--- src/hdl/ebb_pkg.sv ---
`default_nettype none

package ebb_pkg;

   localparam int PIXEL_W     = 24;
   localparam int CHAN_W      = 8;
   localparam int WIDTH_REG_W = 11;
   localparam int HEIGHT_W    = 16;
   localparam int IN_ROW_W    = HEIGHT_W + 1;
   localparam int CSR_DATA_W  = 16;
   localparam int SUM_W       = 12;
   localparam int CNT_W       = 4;
   localparam int NUM_W       = SUM_W + 1;
   localparam int RECIP_W     = 18;
   localparam int RECIP_SHIFT = 18;

   localparam logic [WIDTH_REG_W-1:0] WIDTH_RESET  = 11'd640;
   localparam logic [HEIGHT_W-1:0]    HEIGHT_RESET = 16'd480;

   localparam logic REQ_FLUSH = 1'b1;

   typedef enum logic {
      CSR_IMAGE_WIDTH  = 1'b0,
      CSR_IMAGE_HEIGHT = 1'b1
   } ebb_csr_type;

   typedef struct packed {
      logic              req_type;
      logic [CHAN_W-1:0] red_in;
      logic [CHAN_W-1:0] green_in;
      logic [CHAN_W-1:0] blue_in;
   } ebb_req_type;

   typedef struct packed {
      logic [CHAN_W-1:0] red_out;
      logic [CHAN_W-1:0] green_out;
      logic [CHAN_W-1:0] blue_out;
      logic              frame_end;
   } ebb_rsp_type;

   typedef struct packed {
      logic write;
      logic emit;
      logic skip_top;
      logic skip_bottom;
      logic skip_left;
      logic skip_right;
      logic last;
   } ebb_ctl_type;

   typedef struct packed {
      logic [2:0][NUM_W-1:0] num;
      logic [RECIP_W-1:0]    recip;
      logic                  last;
   } ebb_sum_type;

   // Multiplier for rounded division by twice the neighbor count.
   function automatic logic [RECIP_W-1:0] ebb_recip(input logic [CNT_W-1:0] count);
      logic [RECIP_W-1:0] r;
      case (count)
         4'd1: r = 18'd131072;
         4'd2: r = 18'd65536;
         4'd3: r = 18'd43691;
         4'd4: r = 18'd32768;
         4'd6: r = 18'd21846;
         4'd9: r = 18'd14564;
         default: r = '0;
      endcase
      return r;
   endfunction

endpackage

`default_nettype wire

--- src/hdl/ebb_divide.sv ---
`default_nettype none

module ebb_divide
   import ebb_pkg::*;
(
   input  wire logic        clock,
   input  wire logic        reset,
   input  wire logic        sum_valid,
   input  wire ebb_sum_type sum_data,
   output logic             en,
   output logic             rsp_valid,
   input  wire logic        rsp_ready,
   output ebb_rsp_type      rsp_data
);

   localparam int PROD_W = NUM_W + RECIP_W;

   logic                  rsp_valid_ff, rsp_valid_in;
   ebb_rsp_type           rsp_data_ff, rsp_data_in;
   logic                  load;
   logic [2:0][PROD_W-1:0] prod;

   assign en   = !(sum_valid && rsp_valid_ff && !rsp_ready);
   assign load = sum_valid && (!rsp_valid_ff || rsp_ready);

   always_comb begin
      for (int c = 0; c < 3; c++) begin
         prod[c] = PROD_W'(sum_data.num[c]) * PROD_W'(sum_data.recip);
      end
      rsp_data_in.red_out   = prod[2][RECIP_SHIFT +: CHAN_W];
      rsp_data_in.green_out = prod[1][RECIP_SHIFT +: CHAN_W];
      rsp_data_in.blue_out  = prod[0][RECIP_SHIFT +: CHAN_W];
      rsp_data_in.frame_end = sum_data.last;
      if (load) begin
         rsp_valid_in = 1'b1;
      end else if (rsp_ready) begin
         rsp_valid_in = 1'b0;
      end else begin
         rsp_valid_in = rsp_valid_ff;
      end
   end

   always_ff @(posedge clock) begin
      if (reset) begin
         rsp_valid_ff <= 1'b0;
      end else begin
         rsp_valid_ff <= rsp_valid_in;
      end
   end

   always_ff @(posedge clock) begin
      if (load) begin
         rsp_data_ff <= rsp_data_in;
      end
   end

   assign rsp_valid = rsp_valid_ff;
   assign rsp_data  = rsp_data_ff;

endmodule

`default_nettype wire

--- config.mk ---
export PLATFORM = sky130hd
export DESIGN_NAME = ebb_divide
export DESIGN_NICKNAME = d
export VERILOG_FILES = /design/src/hdl/ebb_pkg.sv /design/src/hdl/ebb_divide.sv
export SDC_FILE = /design/constraint.sdc
export NUM_CORES = 1
export LEC_CHECK = 0
export ABC_CLOCK_PERIOD_IN_PS = 15980
export BUFFER_PORTS_ARGS = -buffer_cell sky130_fd_sc_hd__buf_4
export CELL_PAD_IN_SITES_DETAIL_PLACEMENT = 1
export CELL_PAD_IN_SITES_GLOBAL_PLACEMENT = 1
export CORE_ASPECT_RATIO = 0.75
export CORE_MARGIN = 2
export CORE_UTILIZATION = 30
export DETAILED_ROUTE_END_ITERATION = 7
export PLACE_DENSITY_LB_ADDON = 0.1
export SYNTH_ARGS = -nofsm -noshare
export SYNTH_HDL_FRONTEND = slang
export SYNTH_SLANG_ARGS = --single-unit
export TNS_END_PERCENT = 5
--- constraint.sdc ---
create_clock -name clock -period 15.98 [get_ports clock]
set_clock_uncertainty 0.05 [all_clocks]
set_input_delay 0.799 -clock clock [delete_from_list [all_inputs] [get_ports clock]]
set_output_delay 0.799 -clock clock [all_outputs]
set_load 0.02 [all_outputs]
# Yosys cells after proc, flatten, opt, wreduce, memory -nomap -nowiden
# Cells that the tools add are included.
word_totals:
  ff_bits: 26
  inputBits: 62
  output_inout_bits: 27
  wordCells: 18
classes:
  n_mul: 3
  n_mux: 2
  reduce_logical: 8
ops:
  columns: ["operator", "n"]
  rows:
  - ["$mul A13 B18 Y26", 3]
  - ["$logic_and A1 B1 Y1", 3]
  - ["$logic_not A1 Y1", 3]
  - ["$mux W1", 2]
  - ["$reduce_bool A2 Y1", 1]
  - ["$logic_or A1 B1 Y1", 1]

# Depth between registers and ports, before layout
# Gate-level depths: netlist (run 1).
logic_depth:
  depth_word: 4
  ltp_mapped: 22
  mapped_depth_nobuf: 20

# Worst setup path after synthesis (run 1)
# No wires, ideal clock.
synth_path:
  path_type: "input port to flip-flop"
  from: "in sum_data[36] (netlist bit)"
  to: "reg rsp_data_ff (netlist bit rsp_data[13]), data pin"
  setup_time_ps: 258
  arrival_ps: 5690
  required_time_ps: 15672
  setup_slack_ps: 9983
  cell_stages: 20
  n_path_buf: 2
  cell_sequence: "clkbuf_1 -> clkbuf_1 -> nand2_1 -> fa_1 -> fa_1 -> fa_1 -> inv_1 -> fa_1 -> inv_1 -> fa_1 -> inv_1 -> ha_1 -> nand4_1 -> nor2_1 -> a2111oi_4 -> a31oi_1 -> o21a_1 -> a221o_2 -> a21oi_2 -> xnor2_1"
synth_lines:
  columns: ["element", "line", "rtl"]
  rows:
  - ["start, declared", "ebb_divide.sv:9", "input wire ebb_sum_type sum_data,"]
  - ["end signal, assigned", "ebb_divide.sv:53", "rsp_data_ff <= rsp_data_in;"]
  - ["end, declared", "ebb_divide.sv:19", "ebb_rsp_type rsp_data_ff, rsp_data_in;"]

==> results of run 1 <==
## metrics by stage
stage / power, mW / utilization [%] / setup slack [ns] / hold slack, ns
2_1_floorplan: 2.61 / - / 9.98 / 0.629
3_3_place_gp: 3.36 / 32.2 / 9.32 / 0.576
3_5_place_dp: 3.41 / 32.2 / 9.26 / 0.604
4_1_cts: 3.54 / 32.4 / 9.58 / 0.590
5_1_grt: 4.00 / 32.4 / 9.23 / 0.613
6_report: 3.44 / 32.4 / 9.58 / 0.602
## worst min-delay path by stage
stage | startpoint | to | slack [ns] | depth (start not counted)
after floorplan | rsp_valid | rsp_valid | 0.63 | 3
after global placement | rsp_valid | rsp_valid | 0.58 | 3
after detailed placement | rsp_valid | rsp_valid | 0.60 | 3
after CTS | reset | rsp_valid | 0.59 | 2
after global routing | reset | rsp_valid | 0.61 | 2
final | reset | rsp_valid | 0.60 | 2
## layout make-up
cell class / instances / area, sq um
clock buffer: 3 / 75.1
clock inverter: 1 / 30.0
fill: 7774 / 45100
inverter: 659 / 2470
multi-input combinational: 1494 / 16500
sequential: 26 / 771
tap: 882 / 1100
timing repair buffer: 89 / 668
## registers in the layout, summed over array words and instances (netlist names)
signal,count
rsp_valid,1
rsp_data,25
## power groups by stage
| stage | clock network [mW] | registers (mW) | logic [mW] |
|---|---|---|---|
| floorplan | 0 | 0.273 | 2.33 |
| global placement | 0 | 0.232 | 3.13 |
| finish | 0.0836 | 0.229 | 3.13 |
| CTS | 0.0887 | 0.231 | 3.22 |
| detailed placement | 0 | 0.230 | 3.18 |
| global route | 0.0891 | 0.235 | 3.68 |
## cells in the final DEF, fill, tap and decap left out, types with 2 or more instances in the layout
cell type | synthesis | final
inv_1 | 659 | 659
fa_1 | 501 | 501
nand2_1 | 364 | 364
and2_1 | 312 | 312
ha_1 | 153 | 153
buf_4 | 1 | 89
xnor2_1 | 41 | 41
edfxtp_1 | 25 | 25
nor2_1 | 18 | 18
a21oi_1 | 18 | 18
xor2_1 | 11 | 11
nand4_1 | 9 | 9
o21ai_0 | 8 | 8
a211oi_1 | 5 | 5
o211ai_1 | 5 | 5
o21a_1 | 4 | 4
nor3_1 | 4 | 4
o21ai_1 | 4 | 4
nand3_1 | 4 | 4
nor2b_1 | 4 | 3
or3_1 | 3 | 3
a21oi_2 | 3 | 3
a21o_1 | 3 | 3
clkbuf_16 | 0 | 3
a31oi_1 | 2 | 2
a2111oi_2 | 2 | 2
a221oi_2 | 2 | 2
o21ba_2 | 2 | 2
## critical path, stage by stage
cell	delay [ns]
buf_4	0.43
nand2_1	0.16
fa_1	0.55
inv_1	0.05
fa_1	0.55
fa_1	0.43
fa_1	0.49
inv_1	0.05
fa_1	0.47
inv_1	0.04
ha_1	0.29
nand4_1	0.08
nor2_1	0.24
o2111ai_1	0.17
a31oi_1	0.59
a311oi_1	0.32
o31ai_2	0.34
a21oi_1	0.12
xnor2_1	0.13
## layer usage
metal | up-vias | global-route usage, % | wire [microns]
li1 | 6385 | - | -
met1 | 7485 | 25.2 | 27600
met2 | 108 | 26.5 | 24800
met3 | 7 | 0.485 | 836
met4 | 0 | 1.53 | 246
met5 | - | 0 | 0
## logic make-up after synthesis
kind of cell	Yosys count	synth area share, %
buffers and inverters	779	14.5
AND/OR/NAND/NOR	720	17.5
adder cells (fa/ha/maj)	654	59.2
AO/OA/AOI/OAI	68	2.65
XOR/XNOR	52	2.26
flip-flops	26	3.82
==> flow_metrics.tcl, run 1 <==
set metrics [dict create \
    status "finished clean" \
    layoutNonFillerInstCount 3154 \
    p_sw_share_pct 53.5 \
    drtIter0Drc 406 \
    fin_crit_ns 6.40 \
    end_kind "flip-flop" \
    drcViolationCount 0 \
    max_freq_mhz 156 \
    max_cap_violations 0 \
    die_h_microns 229 \
    cts_buffers 3 \
    grt_max_degree 40 \
    antennaDiodeCount 0 \
    synth-seq-cells 26 \
    async_flop_share_pct 0 \
    cp.arrival_ns 6.40 \
    synthTopCellsByCount "inv_1, fa_1, nand2_1" \
    hold_path.class "in2reg" \
    r2r_slack_ns 14.35 \
    dpl.cell_count 3150 \
    dp_hpwl_microns 41200 \
    power_frac_clock_pct 2.4 \
    synthesis.nets 3015 \
    ir_drop_v 0.000126 \
    switching_power_mw 1.84 \
    cts_tree "built" \
    synth-main-ff-cell "edfxtp_1" \
    setup_tns_ns 0 \
    cts_resized 0 \
    fin_area_sq_um 21600 \
    setup_viol 0 \
    ios 89 \
    die_w_microns 303 \
    yosysMostFrequentCell "inv_1" \
    synth.distinct_cells 43 \
    finalHoldViolations 0 \
    r2r_cells 2 \
    crit_fanout 39 \
    antenna_found_initial 4 \
    cts_max_level 1 \
    start_kind "input pin" \
    synthCells 2299 \
    antenna_left 0 \
    cts_sinks 26 \
    clock_latency_ns 0.29 \
    rr_startpoint "rsp_valid" \
    cp.required_ns 15.98 \
    gp_congestion 0.732 \
    fin_nets 2989 \
    initial_core_util_pct 30.3 \
    synth_area_leader_cell "fa_1" \
    rsz0062_at_grt "no" \
    num_rows 82 \
    clkSlewWorstSetupHoldPaths_ns 0.09 \
    clk_root_buffer_cell "clkbuf_16" \
    routed_wl_microns 53500 \
    die_area_sq_um 69400 \
    powerDensity_nw_per_um2 159 \
    grt_pass1_vias 16300 \
    grt_pass1_wl_microns 89500 \
    coreArea_sq_um 66700 \
    cts_hold_buf 0 \
    cts_setup_buffers 0 \
    port_buffers 88 \
    worst_pin_slew_ns 0.876 \
    p_leak_nw 11.0 \
    synthTopCellsByArea "fa_1, inv_1, and2_1" \
    avgViaCountPerCell 4.43 \
    p_int_mw 1.60 \
    placed_area_sq_um 21500 \
    drt_first_pass_iters 5 \
    p_seq_share_pct 6.7 \
    cts.path.max_buffers 2 \
    ys_seq_area_share_pct 3.82 \
    slew_headroom_pct 41.5 \
    wl_per_cell_microns 17.0 \
    drive_gt1_share_pct 4.80 \
    power_frac_comb_pct 90.9 \
    synth_top_area_share_pct 49.7 \
    rr_endpoint "rsp_data[17]" \
    syn_area_per_cell_sq_um 8.78 \
    via_count 14000 \
    area_growth_pct 7.06 \
    cp-endpoint "rsp_data[16]" \
    synth_edf_count 25 \
    crit_path_start "sum_data[7]" \
    synth.cell_area_sq_um 20200 \
    gr-total-overflow 0 \
    yosysWarnings 0 \
    slew_violations 0 \
    grt_usage_pct 16.4 \
    finalCritPeriodShare_pct 40.0 \
    setup.worst_path.class "in2reg" \
]
(Power assumes the default switching activity.)
==> run 2: changes to the inputs <==
--- a/config.mk
+++ b/config.mk
@@ -5,7 +5,7 @@
 export SDC_FILE = /design/constraint.sdc
 export NUM_CORES = 1
 export LEC_CHECK = 0
-export ABC_CLOCK_PERIOD_IN_PS = 15980
+export ABC_CLOCK_PERIOD_IN_PS = 6300
 export BUFFER_PORTS_ARGS = -buffer_cell sky130_fd_sc_hd__buf_4
 export CELL_PAD_IN_SITES_DETAIL_PLACEMENT = 1
 export CELL_PAD_IN_SITES_GLOBAL_PLACEMENT = 1
==> constraint.sdc (replaced) <==
create_clock -name clock -period 6.3 [get_ports clock]
set_clock_uncertainty 0.05 [all_clocks]
set_input_delay 0.315 -clock clock [delete_from_list [all_inputs] [get_ports clock]]
set_output_delay 0.315 -clock clock [all_outputs]
set_load 0.02 [all_outputs]
==> run 2 against run 1 <==
Compared with the run above: die area is the same; core utilization up 0.36 points; sequential cell count did not move; clock power rose to 2.6 times the previous value; sequential power grew to 2.6 times the previous value; largest cell class unchanged; design area increased by 1.1%.
==> flow_metrics.tcl, run 2 (same netlist as run 1, synthesis figures left out) <==
set metrics [dict create \
    via_count 14100 \
    cts_sinks 26 \
    die_w_microns 303 \
    drtIter0Drc 453 \
    area.sequential_sq_um 771 \
    dp_hpwl_microns 45800 \
    coreArea_sq_um 66700 \
    drive_gt1_share_pct 5.96 \
    num_rows 82 \
    fin_nets 3017 \
    rsz0062_at_grt "no" \
    cts_setup_buffers 0 \
    cts.path.max_buffers 2 \
    port_buffers 88 \
    status "finished clean" \
    layout_common_cells "inv_1, fa_1, nand2_1" \
    clkSlewWorstSetupHoldPaths_ns 0.09 \
    gp_congestion 0.764 \
    clock_latency_ns 0.29 \
    area_growth_pct 8.27 \
    grt_pass1_vias 16700 \
    cts_max_level 1 \
    grt_max_degree 33 \
    end_kind "flip-flop" \
    multiInputGateArea_sq_um 16500 \
    antenna_left 0 \
    initial_core_util_pct 30.3 \
    layout_commonest_cell "inv_1" \
    avgViaCountPerCell 4.43 \
    die_h_microns 229 \
    cp.required_ns 6.30 \
    setup_tns_ns 0 \
    use_met2_pct 27.5 \
    ios 89 \
    grt_usage_pct 17.1 \
    hold_path.class "in2reg" \
    slew_violations 0 \
    routed_wl_microns 55700 \
    start_kind "input pin" \
    powerDensity_nw_per_um2 405 \
    placed_area_sq_um 21700 \
    finalHoldViolations 0 \
    worst_pin_slew_ns 0.931 \
    setup_viol 0 \
    use_met1_pct 25.9 \
    cts_tree "built" \
    fin_crit_ns 5.66 \
    clk_root_buffer_cell "clkbuf_16" \
    max_cap_violations 0 \
    crit_path_top_delay_cell "fa_1" \
    max_freq_mhz 177 \
    gr-total-overflow 0 \
    drcViolationCount 0 \
    setup.worst_path.class "in2reg" \
    fin_area_sq_um 21800 \
    wl_per_cell_microns 17.5 \
    cts_resized 0 \
    use_met3_pct 0.817 \
    cp_cell_sequence "buf_4 -> buf_4 -> and2_1 -> fa_1 -> inv_1 -> fa_1 -> inv_1 -> fa_1 -> inv_1 -> fa_1 -> fa_1 -> inv_1 -> ha_1 -> a2111oi_2 -> o21ai_1 -> a221oi_2 -> o211ai_1 -> a21oi_2 -> o21ai_2 -> a31oi_1 -> a21oi_1" \
    slew_headroom_pct 37.8 \
    grt_pass1_wl_microns 93000 \
    cts_buffers 3 \
    cpPeakStageDelay_ns 0.50 \
    largest_register_ffs 25 \
    worst_path_most_repeated_cell "fa_1" \
    ir_drop_v 0.000303 \
    p_leak_nw 11.2 \
    die_area_sq_um 69400 \
    drt_first_pass_iters 5 \
    grt.busiest_layer "met2" \
    cp.arrival_ns 5.66 \
    antenna_found_initial 3 \
    cts_hold_buf 0 \
    crit_fanout 28 \
    finalCritPeriodShare_pct 89.8 \
    n_fill_cell 7812 \
]
==> run 2: cell types whose count changed in the layout (fill, tap and decap cells not counted) <==
cell / before / now
buf_12: 0 / 2
diode_2: 0 / 3
buf_4: 89 / 115
==> run 2: layer usage <==
metal / up-vias / wire length [microns]
met5: - / 0
met4: 0 / 495
met3: 22 / 1170
met2: 147 / 25800
met1: 7499 / 28200
li1: 6453 / -
==> run 2: report_power, final <==
part | leakage, nW | total [mW] | internal [mW] | switching [mW]
clock | 0.0511 | 0.214 | 0.128 | 0.0864
sequential | 0.250 | 0.587 | 0.557 | 0.0303
combinational | 10.9 | 8.05 | 3.47 | 4.58
total | 11.2 | 8.85 | 4.15 | 4.70
==> run 2: worst paths after layout <==
path	startpoint	depth (start not counted)	endpoint	slack, ns
worst max-delay path	sum_data[7]	21	rsp_data[6]	0.64
worst max register to register	rsp_valid	2	rsp_data[18]	4.63
worst min register to register	rsp_valid	3	rsp_valid	0.60
worst min-delay path	reset	2	rsp_valid	0.11
==> run 2: area by class of cell <==
class,count,share of cell area (%)
flip-flops and latches,26,3.53
well taps,882,5.05
diodes,3,0.0344
clock inverters,1,0.137
repair buffers,117,4.14
clock buffers,3,0.344
inverters,659,11.3
multi-input cells,1494,75.4
==> run 2: critical path: cells and delay by family <==
kind | cells | cell delay (ns)
compound gates | 8 | 1.85
fa+ha+maj | 6 | 2.48
simple gates | 1 | 0.18
buf+inv | 6 | 0.81
==> run 2: per-stage QoR <==
stage / worst slack, ns / instances / total power, mW / utilization (%) / hold WS, ns
2_1_floorplan: 0.787 / 2299 / 6.61 / - / 0.337
3_3_place_gp: 0.378 / 3178 / 8.61 / 32.6 / 0.423
3_5_place_dp: 0.241 / 3178 / 8.82 / 32.6 / 0.428
4_1_cts: 0.554 / 3182 / 9.12 / 32.7 / 0.106
5_1_grt: 0.200 / 3182 / 10.2 / 32.7 / 0.109
6_report: 0.642 / 3185 / 8.85 / 32.8 / 0.115
==> run 3: changes to the inputs <==
--- a/config.mk
+++ b/config.mk
@@ -11,7 +11,7 @@
 export CELL_PAD_IN_SITES_GLOBAL_PLACEMENT = 1
 export CORE_ASPECT_RATIO = 0.75
 export CORE_MARGIN = 2
-export CORE_UTILIZATION = 30
+export CORE_UTILIZATION = 34
 export DETAILED_ROUTE_END_ITERATION = 7
 export PLACE_DENSITY_LB_ADDON = 0.1
 export SYNTH_ARGS = -nofsm -noshare
==> run 3 against run 2 <==
Compared with the run above: combinational power down 1%; clock power grew 3%; design area shrank 0.74%; maximum frequency is 1.1% lower; via count down 0.26%; highest routed layer unchanged.
==> flow_metrics.tcl, run 3 (same netlist as run 1, synthesis figures left out) <==
set metrics [dict create \
    hold_path.class "in2reg" \
    largest_register_ffs 25 \
    cp.required_ns 6.30 \
    fin_nets 3015 \
    setup_tns_ns 0 \
    p_sw_share_pct 52.9 \
    cts_setup_buffers 0 \
    p_int_mw 4.12 \
    powerDensity_nw_per_um2 403 \
    finalHoldViolations 0 \
    wl_per_cell_microns 17.4 \
    status "finished clean" \
    gp_congestion 0.784 \
    p_leak_nw 11.2 \
    port_buffers 88 \
    antenna_left 0 \
    switching_power_mw 4.62 \
    slew_violations 0 \
    via_count 14100 \
    grt_pass1_wl_microns 91300 \
    die_h_microns 215 \
    grt_pass1_vias 16400 \
    dp_hpwl_microns 43300 \
    fin_crit_ns 5.72 \
    cts.path.max_buffers 2 \
    grt_usage_pct 18.9 \
    start_kind "input pin" \
    grt_max_degree 40 \
    worst_pin_slew_ns 0.954 \
    area_growth_pct 7.46 \
    layout_common_cells "inv_1, fa_1, nand2_1" \
    cts_tree "built" \
    die_area_sq_um 61300 \
    drive_gt1_share_pct 5.87 \
    coreArea_sq_um 58800 \
    crit_fanout 34 \
    drtIter0Drc 365 \
    cts_buffers 3 \
    cts_max_level 1 \
    setup_viol 0 \
    rsz0062_at_grt "no" \
    num_rows 77 \
    finalCritPeriodShare_pct 90.8 \
    initial_core_util_pct 34.3 \
    drt_first_pass_iters 4 \
    max_freq_mhz 175 \
    power_frac_clock_pct 2.5 \
    end_kind "flip-flop" \
    cp.arrival_ns 5.72 \
    antennaDiodeCount 0 \
    ir_drop_v 0.000459 \
    hold_depth 2 \
    clkSlewWorstSetupHoldPaths_ns 0.09 \
    fin_area_sq_um 21700 \
    cts_resized 0 \
    cts_sinks 26 \
    r2r_cells 2 \
    placed_area_sq_um 21600 \
    slew_headroom_pct 36.3 \
    power_frac_comb_pct 90.8 \
    routed_wl_microns 53900 \
    antenna_found_initial 1 \
    cts_hold_buf 0 \
    max_cap_violations 0 \
    setup.worst_path.class "in2reg" \
    p_seq_share_pct 6.7 \
    layout_commonest_cell "inv_1" \
    ios 89 \
    clk_root_buffer_cell "clkbuf_16" \
    clock_latency_ns 0.30 \
    hold_ws_ns 0.109 \
    gr-total-overflow 0 \
    fin_ws_ns 0.579 \
    post-place-ws_ns 0.245 \
    die_w_microns 285 \
    drcViolationCount 0 \
    avgViaCountPerCell 4.56 \
]
run 3: changes by cell type in the layout (fill, tap and decap cells not counted):
| cell | delta |
|---|---|
| diode_2 | -3 |
| buf_12 | -2 |
run 3: final timing paths:
check	end	slack (ns)	start
worst min-delay path	rsp_valid	0.11	reset
worst min register to register	rsp_valid	0.61	rsp_valid
worst max-delay path	rsp_data[6]	0.58	sum_data[6]
worst max register to register	rsp_data[2]	4.60	rsp_valid
run 3: layer usage:
layer	part of all wire, %	GRT usage, %	vias to the layer above
met5	0	0	-
met4	0.54	2.08	0
met3	1.6	0.849	13
met2	47	31.1	119
met1	51	28.4	7514
li1	-	-	6438
run 3: through the flow:
step           utilization (%)  std cells  power [mW]
4_1_cts                   36.9       3088        8.96
2_1_floorplan                -       2299        6.61
5_1_grt                   36.9       3088        10.2
6_report                  36.9       3088        8.74
3_5_place_dp              36.7       3084        8.65
3_3_place_gp              36.7       3084        8.49
run 3: final cells by class:
cell class / count / area, sq um
Clock buffer: 3 / 75.1
Inverter: 659 / 2470
Tap cell: 790 / 988
Timing Repair Buffer: 115 / 863
Clock inverter: 1 / 30.0
Sequential cell: 26 / 771
Fill cell: 6926 / 37100
Multi-Input combinational cell: 1494 / 16500
run 3: worst max-delay path, cell delays in order:
cell	delay, ns
buf_4	0.41
buf_4	0.23
and2_1	0.15
fa_1	0.18
inv_1	0.05
fa_1	0.49
inv_1	0.05
fa_1	0.50
inv_1	0.05
fa_1	0.50
fa_1	0.49
inv_1	0.04
ha_1	0.31
a2111oi_2	0.36
o21ai_1	0.20
a221oi_2	0.31
buf_4	0.19
o211ai_1	0.21
a21oi_2	0.28
o21ai_2	0.13
a31oi_1	0.19
a21oi_1	0.06
run 3: power by group through the flow:
stage	clock network, mW	registers [mW]	logic (mW)
finish	0.221	0.583	7.94
global route	0.229	0.592	9.35
CTS	0.227	0.586	8.15
detailed placement	0	0.585	8.06
global placement	0	0.586	7.91
floorplan	0	0.693	5.92
